`config.mk`:
```
export PLATFORM = sky130hd
export DESIGN_NAME = elapsed_minutes_between_dates
export DESIGN_NICKNAME = d
export VERILOG_FILES = /design/src/rtl/core/emd_pkg.sv /design/src/rtl/core/emd_day_number.sv /design/src/rtl/core/emd_minute_diff.sv /design/src/rtl/core/elapsed_minutes_between_dates.sv
export SDC_FILE = /design/constraint.sdc
export NUM_CORES = 1
export LEC_CHECK = 0
export BUFFER_PORTS_ARGS = -buffer_cell sky130_fd_sc_hd__buf_2
export CAP_MARGIN = 20
export CORE_MARGIN = 5
export CORE_UTILIZATION = 65
export DETAILED_ROUTE_END_ITERATION = 16
export GPL_TIMING_DRIVEN = 0
export PLACE_DENSITY_LB_ADDON = 0.3
export SLEW_MARGIN = 30
export SYNTH_ARGS = -nofsm -noshare
export SYNTH_HDL_FRONTEND = slang
export SYNTH_SLANG_ARGS = --single-unit
```
`constraint.sdc`:
```
create_clock -name clk -period 28.7 [get_ports clk]
set_input_delay 2.87 -clock clk [delete_from_list [all_inputs] [get_ports clk]]
set_output_delay 2.87 -clock clk [all_outputs]
set_load 0.01 [all_outputs]
```
`src/rtl/core/emd_pkg.sv`:
```
// Shared types, widths and calendar constants for the elapsed-minutes block.
package emd_pkg;

    localparam int YearW    = 7;
    localparam int MonthW   = 4;
    localparam int MdayW    = 5;
    localparam int HourW    = 5;
    localparam int MinuteW  = 6;
    localparam int DayNumW  = 16;
    localparam int MonDaysW = 9;
    localparam int ElapsedW = 26;
    localparam int InDataW  = 56;
    localparam int OutDataW = 32;

    localparam logic [8:0]  DaysPerYear = 9'd365;
    localparam logic [10:0] MinPerDay   = 11'd1440;
    localparam logic [5:0]  MinPerHour  = 6'd60;
    localparam logic [YearW-1:0] YearOff2100 = 7'd100;
    localparam logic [ElapsedW-1:0] ElapsedMax = {ElapsedW{1'b1}};

    // One timestamp; year sits in the lowest bits.
    typedef struct packed {
        logic [MinuteW-1:0] minute;
        logic [HourW-1:0]   hour;
        logic [MdayW-1:0]   mday;
        logic [MonthW-1:0]  month;
        logic [YearW-1:0]   year;
    } ts_t;

    typedef struct packed {
        logic                end_before_begin;
        logic [ElapsedW-1:0] elapsed_minutes;
    } res_t;

    // Days of whole months before the given month in a common year.
    // Months past December count 30 days each beyond the full year.
    function automatic logic [MonDaysW-1:0] days_before_month(input logic [MonthW-1:0] mon);
        logic [MonDaysW-1:0] d;
        case (mon)
            4'd0:    d = 9'd0;
            4'd1:    d = 9'd0;
            4'd2:    d = 9'd31;
            4'd3:    d = 9'd59;
            4'd4:    d = 9'd90;
            4'd5:    d = 9'd120;
            4'd6:    d = 9'd151;
            4'd7:    d = 9'd181;
            4'd8:    d = 9'd212;
            4'd9:    d = 9'd243;
            4'd10:   d = 9'd273;
            4'd11:   d = 9'd304;
            4'd12:   d = 9'd334;
            4'd13:   d = 9'd365;
            4'd14:   d = 9'd395;
            default: d = 9'd425;
        endcase
        return d;
    endfunction

endpackage

```
`src/rtl/core/emd_day_number.sv`:
```
// Day number of one timestamp: whole years since 2000, months, day of month.
module emd_day_number
(
    input  emd_pkg::ts_t                   ts,
    output logic [emd_pkg::DayNumW-1:0]    day_num
);

    logic [emd_pkg::YearW:0]         yoff_p3;
    logic [emd_pkg::YearW-2:0]       leaps;
    logic [emd_pkg::DayNumW-1:0]     year_days;
    logic                            leap_year;
    logic [emd_pkg::MonDaysW-1:0]    month_days;

    always_comb
    begin
        // leap years in 2000 .. 2000+yoff-1; 2100 is the only century miss in range
        yoff_p3   = {1'b0, ts.year} + 8'd3;
        leaps     = yoff_p3[emd_pkg::YearW:2] - {5'd0, (ts.year > emd_pkg::YearOff2100)};
        year_days = 16'(ts.year) * 16'(emd_pkg::DaysPerYear);
        leap_year = (ts.year[1:0] == 2'b00) && (ts.year != emd_pkg::YearOff2100);
        month_days = emd_pkg::days_before_month(ts.month)
                   + {8'd0, (ts.month > 4'd2) && leap_year};
        day_num   = year_days + 16'(leaps) + 16'(month_days) + 16'(ts.mday);
    end

endmodule

```
`src/rtl/core/emd_minute_diff.sv`:
```
// Minute difference between two day numbers plus times of day, with flag and saturation.
module emd_minute_diff
(
    input  logic [emd_pkg::DayNumW-1:0]  end_day,
    input  logic [emd_pkg::DayNumW-1:0]  begin_day,
    input  logic [emd_pkg::HourW-1:0]    end_hour,
    input  logic [emd_pkg::MinuteW-1:0]  end_minute,
    input  logic [emd_pkg::HourW-1:0]    begin_hour,
    input  logic [emd_pkg::MinuteW-1:0]  begin_minute,
    output emd_pkg::res_t                res
);

    logic                             day_neg;
    logic [emd_pkg::DayNumW-1:0]      day_diff;
    logic [emd_pkg::ElapsedW:0]       end_total;
    logic [10:0]                      begin_total;
    logic                             min_neg;
    logic [emd_pkg::ElapsedW:0]       min_diff;

    always_comb
    begin
        day_neg     = end_day < begin_day;
        day_diff    = end_day - begin_day;
        end_total   = 27'(day_diff) * 27'(emd_pkg::MinPerDay)
                    + 27'(end_hour) * 27'(emd_pkg::MinPerHour) + 27'(end_minute);
        begin_total = 11'(begin_hour) * 11'(emd_pkg::MinPerHour) + 11'(begin_minute);
        min_neg     = end_total < 27'(begin_total);
        min_diff    = end_total - 27'(begin_total);

        res.end_before_begin = day_neg || min_neg;
        if (day_neg || min_neg)
        begin
            res.elapsed_minutes = '0;
        end
        else if (min_diff[emd_pkg::ElapsedW])
        begin
            res.elapsed_minutes = emd_pkg::ElapsedMax;
        end
        else
        begin
            res.elapsed_minutes = min_diff[emd_pkg::ElapsedW-1:0];
        end
    end

endmodule

```
`src/rtl/core/elapsed_minutes_between_dates.sv`:
```
// Top level: minutes elapsed between two calendar timestamps, stream in and out.
//
// Input channel s_axis_*: one beat carries both timestamps (end, then begin),
// each as year from 2000, month, day of month, hour, minute.
// Output channel m_axis_*: one beat per input beat, in order. tdata holds the
// elapsed minutes (saturated to 26 bits); tuser is set when the end lies before
// the begin, and then the minute count is zero.
// Path: the accepting edge loads the input register; the result register is
// loaded from it once the output is free, and drives m_axis_tvalid and the
// output data.
// Throughput: one beat per cycle while the receiver keeps m_axis_tready high;
// the whole computation is a single pass of constant multiplies and adds between the two registers.
// Stall: when the receiver holds m_axis_tready low, the result stays on the
// output unchanged; the input register still takes one more beat, after which
// s_axis_tready drops until the output drains.
// Reset: rst_n clears both valid bits; no result is shown and the input is
// ready as soon as reset is released.
module elapsed_minutes_between_dates
(
    input  logic                            clk,
    input  logic                            rst_n,
    input  logic                            s_axis_tvalid,
    output logic                            s_axis_tready,
    // end_year, end_month, end_mday, end_hour, end_minute, begin_year,
    // begin_month, begin_mday, begin_hour, begin_minute, 2 bits zero
    input  logic [emd_pkg::InDataW-1:0]     s_axis_tdata,
    output logic                            m_axis_tvalid,
    input  logic                            m_axis_tready,
    // elapsed_minutes, 6 bits zero
    output logic [emd_pkg::OutDataW-1:0]    m_axis_tdata,
    // end_before_begin
    output logic                            m_axis_tuser
);

    logic                           in_valid_reg;
    logic                           in_valid_next;
    emd_pkg::ts_t                   end_ts_reg;
    emd_pkg::ts_t                   begin_ts_reg;
    logic                           out_valid_reg;
    logic                           out_valid_next;
    emd_pkg::res_t                  res_reg;
    emd_pkg::res_t                  res_next;
    logic                           out_load;
    logic                           in_load;
    logic [emd_pkg::DayNumW-1:0]    end_day;
    logic [emd_pkg::DayNumW-1:0]    begin_day;

    assign out_load      = in_valid_reg && (!out_valid_reg || m_axis_tready);
    assign in_load       = !in_valid_reg || out_load;
    assign s_axis_tready = in_load;

    always_comb
    begin
        in_valid_next = in_valid_reg;
        if (in_load)
        begin
            in_valid_next = s_axis_tvalid;
        end
        out_valid_next = out_valid_reg;
        if (out_load)
        begin
            out_valid_next = 1'b1;
        end
        else if (m_axis_tready)
        begin
            out_valid_next = 1'b0;
        end
    end

    always_ff @(posedge clk or negedge rst_n)
    begin
        if (!rst_n)
        begin
            in_valid_reg  <= 1'b0;
            out_valid_reg <= 1'b0;
        end
        else
        begin
            in_valid_reg  <= in_valid_next;
            out_valid_reg <= out_valid_next;
        end
    end

    always_ff @(posedge clk)
    begin
        if (in_load && s_axis_tvalid)
        begin
            end_ts_reg   <= s_axis_tdata[26:0];
            begin_ts_reg <= s_axis_tdata[53:27];
        end
        if (out_load)
        begin
            res_reg <= res_next;
        end
    end

    emd_day_number u_end_day
    (
        .ts      (end_ts_reg),
        .day_num (end_day)
    );

    emd_day_number u_begin_day
    (
        .ts      (begin_ts_reg),
        .day_num (begin_day)
    );

    emd_minute_diff u_diff
    (
        .end_day      (end_day),
        .begin_day    (begin_day),
        .end_hour     (end_ts_reg.hour),
        .end_minute   (end_ts_reg.minute),
        .begin_hour   (begin_ts_reg.hour),
        .begin_minute (begin_ts_reg.minute),
        .res          (res_next)
    );

    assign m_axis_tvalid = out_valid_reg;
    assign m_axis_tdata  = {{(emd_pkg::OutDataW - emd_pkg::ElapsedW){1'b0}},
                            res_reg.elapsed_minutes};
    assign m_axis_tuser  = res_reg.end_before_begin;

endmodule

```
==> impl_metrics.prom <==
# TYPE chip_impl_metric gauge
chip_impl_info{name="outcome",value="finished clean"} 1
chip_impl_metric{name="number_of_distinct_library_cells_after_synthesis",unit=""} 98
chip_impl_metric{name="detailroute.via_count",unit=""} 10241
chip_impl_metric{name="cp_data_arrival_time",unit="ns"} 12.59
chip_impl_metric{name="start_util",unit="%"} 65.79
chip_impl_info{name="post_synth_most_frequent_cells",value="257 x ha_1, 251 x inv_1, 101 x fa_1"} 1
chip_impl_metric{name="post-route-period-util",unit="%"} 43.52
chip_impl_metric{name="finalInstanceArea",unit="sq um"} 15440
chip_impl_metric{name="worst-slew-pin-transition",unit="ns"} 0.7360
chip_impl_metric{name="htree_num_levels",unit=""} 3
chip_impl_metric{name="dieArea",unit="sq um"} 25090
chip_impl_metric{name="critical_path_required",unit="ns"} 28.80
chip_impl_metric{name="globalRoute.totalOverflow",unit=""} 0
chip_impl_metric{name="route.met3.wl",unit="mm"} 1.049
chip_impl_metric{name="top_level_ports",unit=""} 95
chip_impl_metric{name="vias_in_the_first_global_route",unit=""} 10365
chip_impl_info{name="primary_ff_master_synth",value="edfxtp_1"} 1
chip_impl_metric{name="track_usage",unit="%"} 22.08
chip_impl_metric{name="synthesis.area",unit="sq um"} 14310
chip_impl_metric{name="synth_seq_area_share",unit="%"} 19.86
chip_impl_metric{name="synth-edff-count",unit=""} 81
chip_impl_metric{name="area_growth",unit="%"} 7.903
chip_impl_metric{name="clk_transition_reported_paths",unit="ns"} 0.07
chip_impl_metric{name="cts.path.max_buffers",unit=""} 2
chip_impl_info{name="crit_path_top_delay_cell",value="fa_1"} 1
chip_impl_metric{name="drcViolationCount",unit=""} 0
chip_impl_info{name="synthTopCellsByArea",value="ha_1 22%, edfxtp_1 17%, fa_1 14%"} 1
chip_impl_info{name="highest_layer_used_for_signal_routing",value="met4"} 1
chip_impl_metric{name="setup_viol_count_final",unit=""} 0
chip_impl_metric{name="count_of_non_filler_cells_in_the_finished_layout",unit=""} 1856
chip_impl_metric{name="core_region_area",unit="sq um"} 21760
chip_impl_metric{name="worst-path-max-fanout",unit=""} 10
chip_impl_metric{name="site_rows",unit=""} 54
chip_impl_metric{name="final_period_minus_worst_setup_slack",unit="ns"} 12.49
chip_impl_info{name="path_common_cell",value="ha_1"} 1
chip_impl_metric{name="cts.hold.buffers_added",unit=""} 0
chip_impl_metric{name="cts-buffers-inserted",unit=""} 9
chip_impl_metric{name="port-buffer-count",unit=""} 86
chip_impl_metric{name="drt-vias-per-instance",unit=""} 5.518
chip_impl_metric{name="fin_worst_skew",unit="ns"} 0.01037
chip_impl_info{name="cts_root_buffer",value="clkbuf_16"} 1
chip_impl_info{name="hold_path_class",value="reg2reg"} 1
chip_impl_metric{name="post_synth_inst_count",unit=""} 1468
chip_impl_metric{name="cp_slowest_stage_delay",unit="ns"} 0.53
chip_impl_metric{name="cts.sinks",unit=""} 101
chip_impl_metric{name="grt_first_pass_wirelength",unit="mm"} 45.93
chip_impl_metric{name="worstSkewPairLatency",unit="ns"} 0.36
chip_impl_info{name="yosysTopAreaCell",value="ha_1"} 1
chip_impl_metric{name="gp_congestion",unit=""} 0.8954
chip_impl_metric{name="hold_ws",unit="ns"} 0.4863
chip_impl_metric{name="detailedPlacementHpwl",unit="mm"} 22.90
chip_impl_metric{name="finalWirelength",unit="mm"} 26.84
chip_impl_metric{name="routedWlPerCell",unit="um"} 14.46
chip_impl_metric{name="drt_first_pass_iters",unit=""} 5
chip_impl_metric{name="drt.antenna.violating_nets",unit=""} 0
chip_impl_metric{name="maximum_number_of_pins_on_one_net_before_global_route_repair",unit=""} 33
chip_impl_metric{name="synth_async_sr_flop_share",unit="%"} 1.980
chip_impl_metric{name="synth.ff_latch_count",unit=""} 101
chip_impl_metric{name="number_of_antenna_violations_at_the_first_check_in_global_routing",unit=""} 0
chip_impl_info{name="critical_path.startpoint_type",value="flop"} 1
chip_impl_metric{name="layout-drive-gt1-share",unit="%"} 12.31
chip_impl_metric{name="timing.slew.headroom",unit="%"} 49.53
chip_impl_metric{name="syn_avg_cell_area",unit="sq um"} 9.750
chip_impl_metric{name="num-fill-cells",unit=""} 1641
chip_impl_metric{name="post_dp_cell_area",unit="sq um"} 15140
chip_impl_metric{name="route.met2.wl",unit="mm"} 14.04
chip_impl_metric{name="met1_length",unit="mm"} 11.28
chip_impl_metric{name="max_freq",unit="GHz"} 0.08007
chip_impl_metric{name="die_width",unit="um"} 158.4
chip_impl_info{name="crit_type",value="reg2reg"} 1
chip_impl_metric{name="post_cts_resize_count",unit=""} 0
chip_impl_metric{name="final_hold_viol_count",unit=""} 0
chip_impl_metric{name="placed_cells",unit=""} 1840
chip_impl_metric{name="netlist.area_leader.share",unit="%"} 22.47
chip_impl_info{name="yosys.cell_count.top_type",value="ha_1"} 1
chip_impl_metric{name="postCtsSetupBuffers",unit=""} 0
chip_impl_info{name="rsz_0062_raised_after_global_routing",value="no"} 1
chip_impl_info{name="clock_tree_from_tritoncts",value="done"} 1
chip_impl_metric{name="synthesis.yosys.warnings",unit=""} 0
chip_impl_metric{name="fin_nets",unit=""} 1989
chip_impl_metric{name="tns",unit="ns"} 0
chip_impl_metric{name="drv_slew",unit=""} 0
chip_impl_metric{name="antenna-diode-count",unit=""} 0
chip_impl_metric{name="drt_iter0_markers",unit=""} 377
chip_impl_metric{name="dieHeight",unit="um"} 158.4
chip_impl_info{name="crit_path_end_kind",value="flop"} 1
chip_impl_metric{name="cap_viol_max_count",unit=""} 0
## worst paths after layout
| path | from | slack [ns] | end | cells past startpoint |
|---|---|---|---|---|
| hold reg to reg | in_valid_reg$_DFFE_PN0N_ | 0.49 | m_axis_tvalid$_DFFE_PN0P_ | 1 |
| setup / recovery | end_ts_reg[4]$_DFFE_PP_ | 16.21 | m_axis_tdata[5]$_SDFFCE_PP0P_ | 48 |
| setup reg to reg | end_ts_reg[4]$_DFFE_PP_ | 16.21 | m_axis_tdata[5]$_SDFFCE_PP0P_ | 48 |
| min in group asynchronous | rst_n | 2.28 | in_valid_reg$_DFFE_PN0N_ | 1 |
| hold / removal | in_valid_reg$_DFFE_PN0N_ | 0.49 | m_axis_tvalid$_DFFE_PN0P_ | 1 |
| max in group asynchronous | rst_n | 26.33 | m_axis_tvalid$_DFFE_PN0P_ | 1 |
## critical path, delay by kind of cell, from the launching register on
kind,cells,cell delay [ns]
adders and majority gates,14,4.93
and+or+nand+nor,9,2.04
DFF,1,0.52
xor gates and xnor gates,4,1.20
buffers and inverters,8,0.85
AOI/OAI and AO/OA,13,2.66
## logic make-up (layout without fill, tap and decap cells)
group                    after synthesis  count (layout)  share of synthesized area, %
buffers and inverters                280             383                         8.130
AO/OA/AOI/OAI                        282             282                         14.28
AND/OR/NAND/NOR                      274             274                         10.04
flip-flops                           101             101                         19.86
XOR/XNOR                             147             147                         9.284
multiplexers                          25              25                         1.792
adder cells (fa/ha/maj)              358             358                         36.59
other                                  1               6                       0.02620
## per-layer routing
layer  GRT usage, %  vias to the layer above
li1               -                     5211
met1          26.95                     4817
met2          41.21                      171
met3          3.207                       42
met4          4.996                        0
met5              0                        -
## cell type report
| class | instances | area [sq um] | share of cell area [%] |
|---|---|---|---|
| Sequential cell | 101 | 2843 | 18.41 |
| Tap cell | 280 | 350.3 | 2.268 |
| Inverter | 252 | 948.4 | 6.141 |
| Buffer | 28 | 217.7 | 1.410 |
| Timing Repair Buffer | 87 | 450.4 | 2.917 |
| Clock inverter | 6 | 57.56 | 0.3727 |
| Clock buffer | 10 | 250.2 | 1.620 |
| Multi-Input combinational cell | 1092 | 10330 | 66.86 |
## stage by stage
stage / setup slack [ns] / utilization (%)
global placement: 16.48 / 69.46
floorplan: 17.67 / -
finish: 16.21 / 70.99
detailed placement: 16.28 / 69.57
global route: 15.09 / 70.99
CTS: 16.23 / 70.99
## placed cells by master (no fill, tap or decap), types with 6 or more instances in the layout
cell type	count
o21ai_0	53
buf_4	9
nand2_1	68
and2_1	7
a211oi_1	7
ha_1	257
mux2i_1	20
xor2_1	54
nand2b_1	17
clkbuf_16	10
xnor2_1	89
or3_1	7
nand4_1	12
conb_1	6
inv_1	250
nor2b_1	12
a21oi_2	24
edfxtp_1	81
nor2_1	57
and3_1	8
nor4_1	7
a21boi_0	8
nor3_1	18
fa_1	101
dfxtp_1	18
o211ai_1	8
a31oi_1	8
o21a_1	14
buf_2	90
a21o_1	23
o21bai_1	9
a21oi_1	66
nand3_1	27
Power is not shown: default switching activity piles up to over one toggle a cycle in this logic, so the estimate is an artifact.
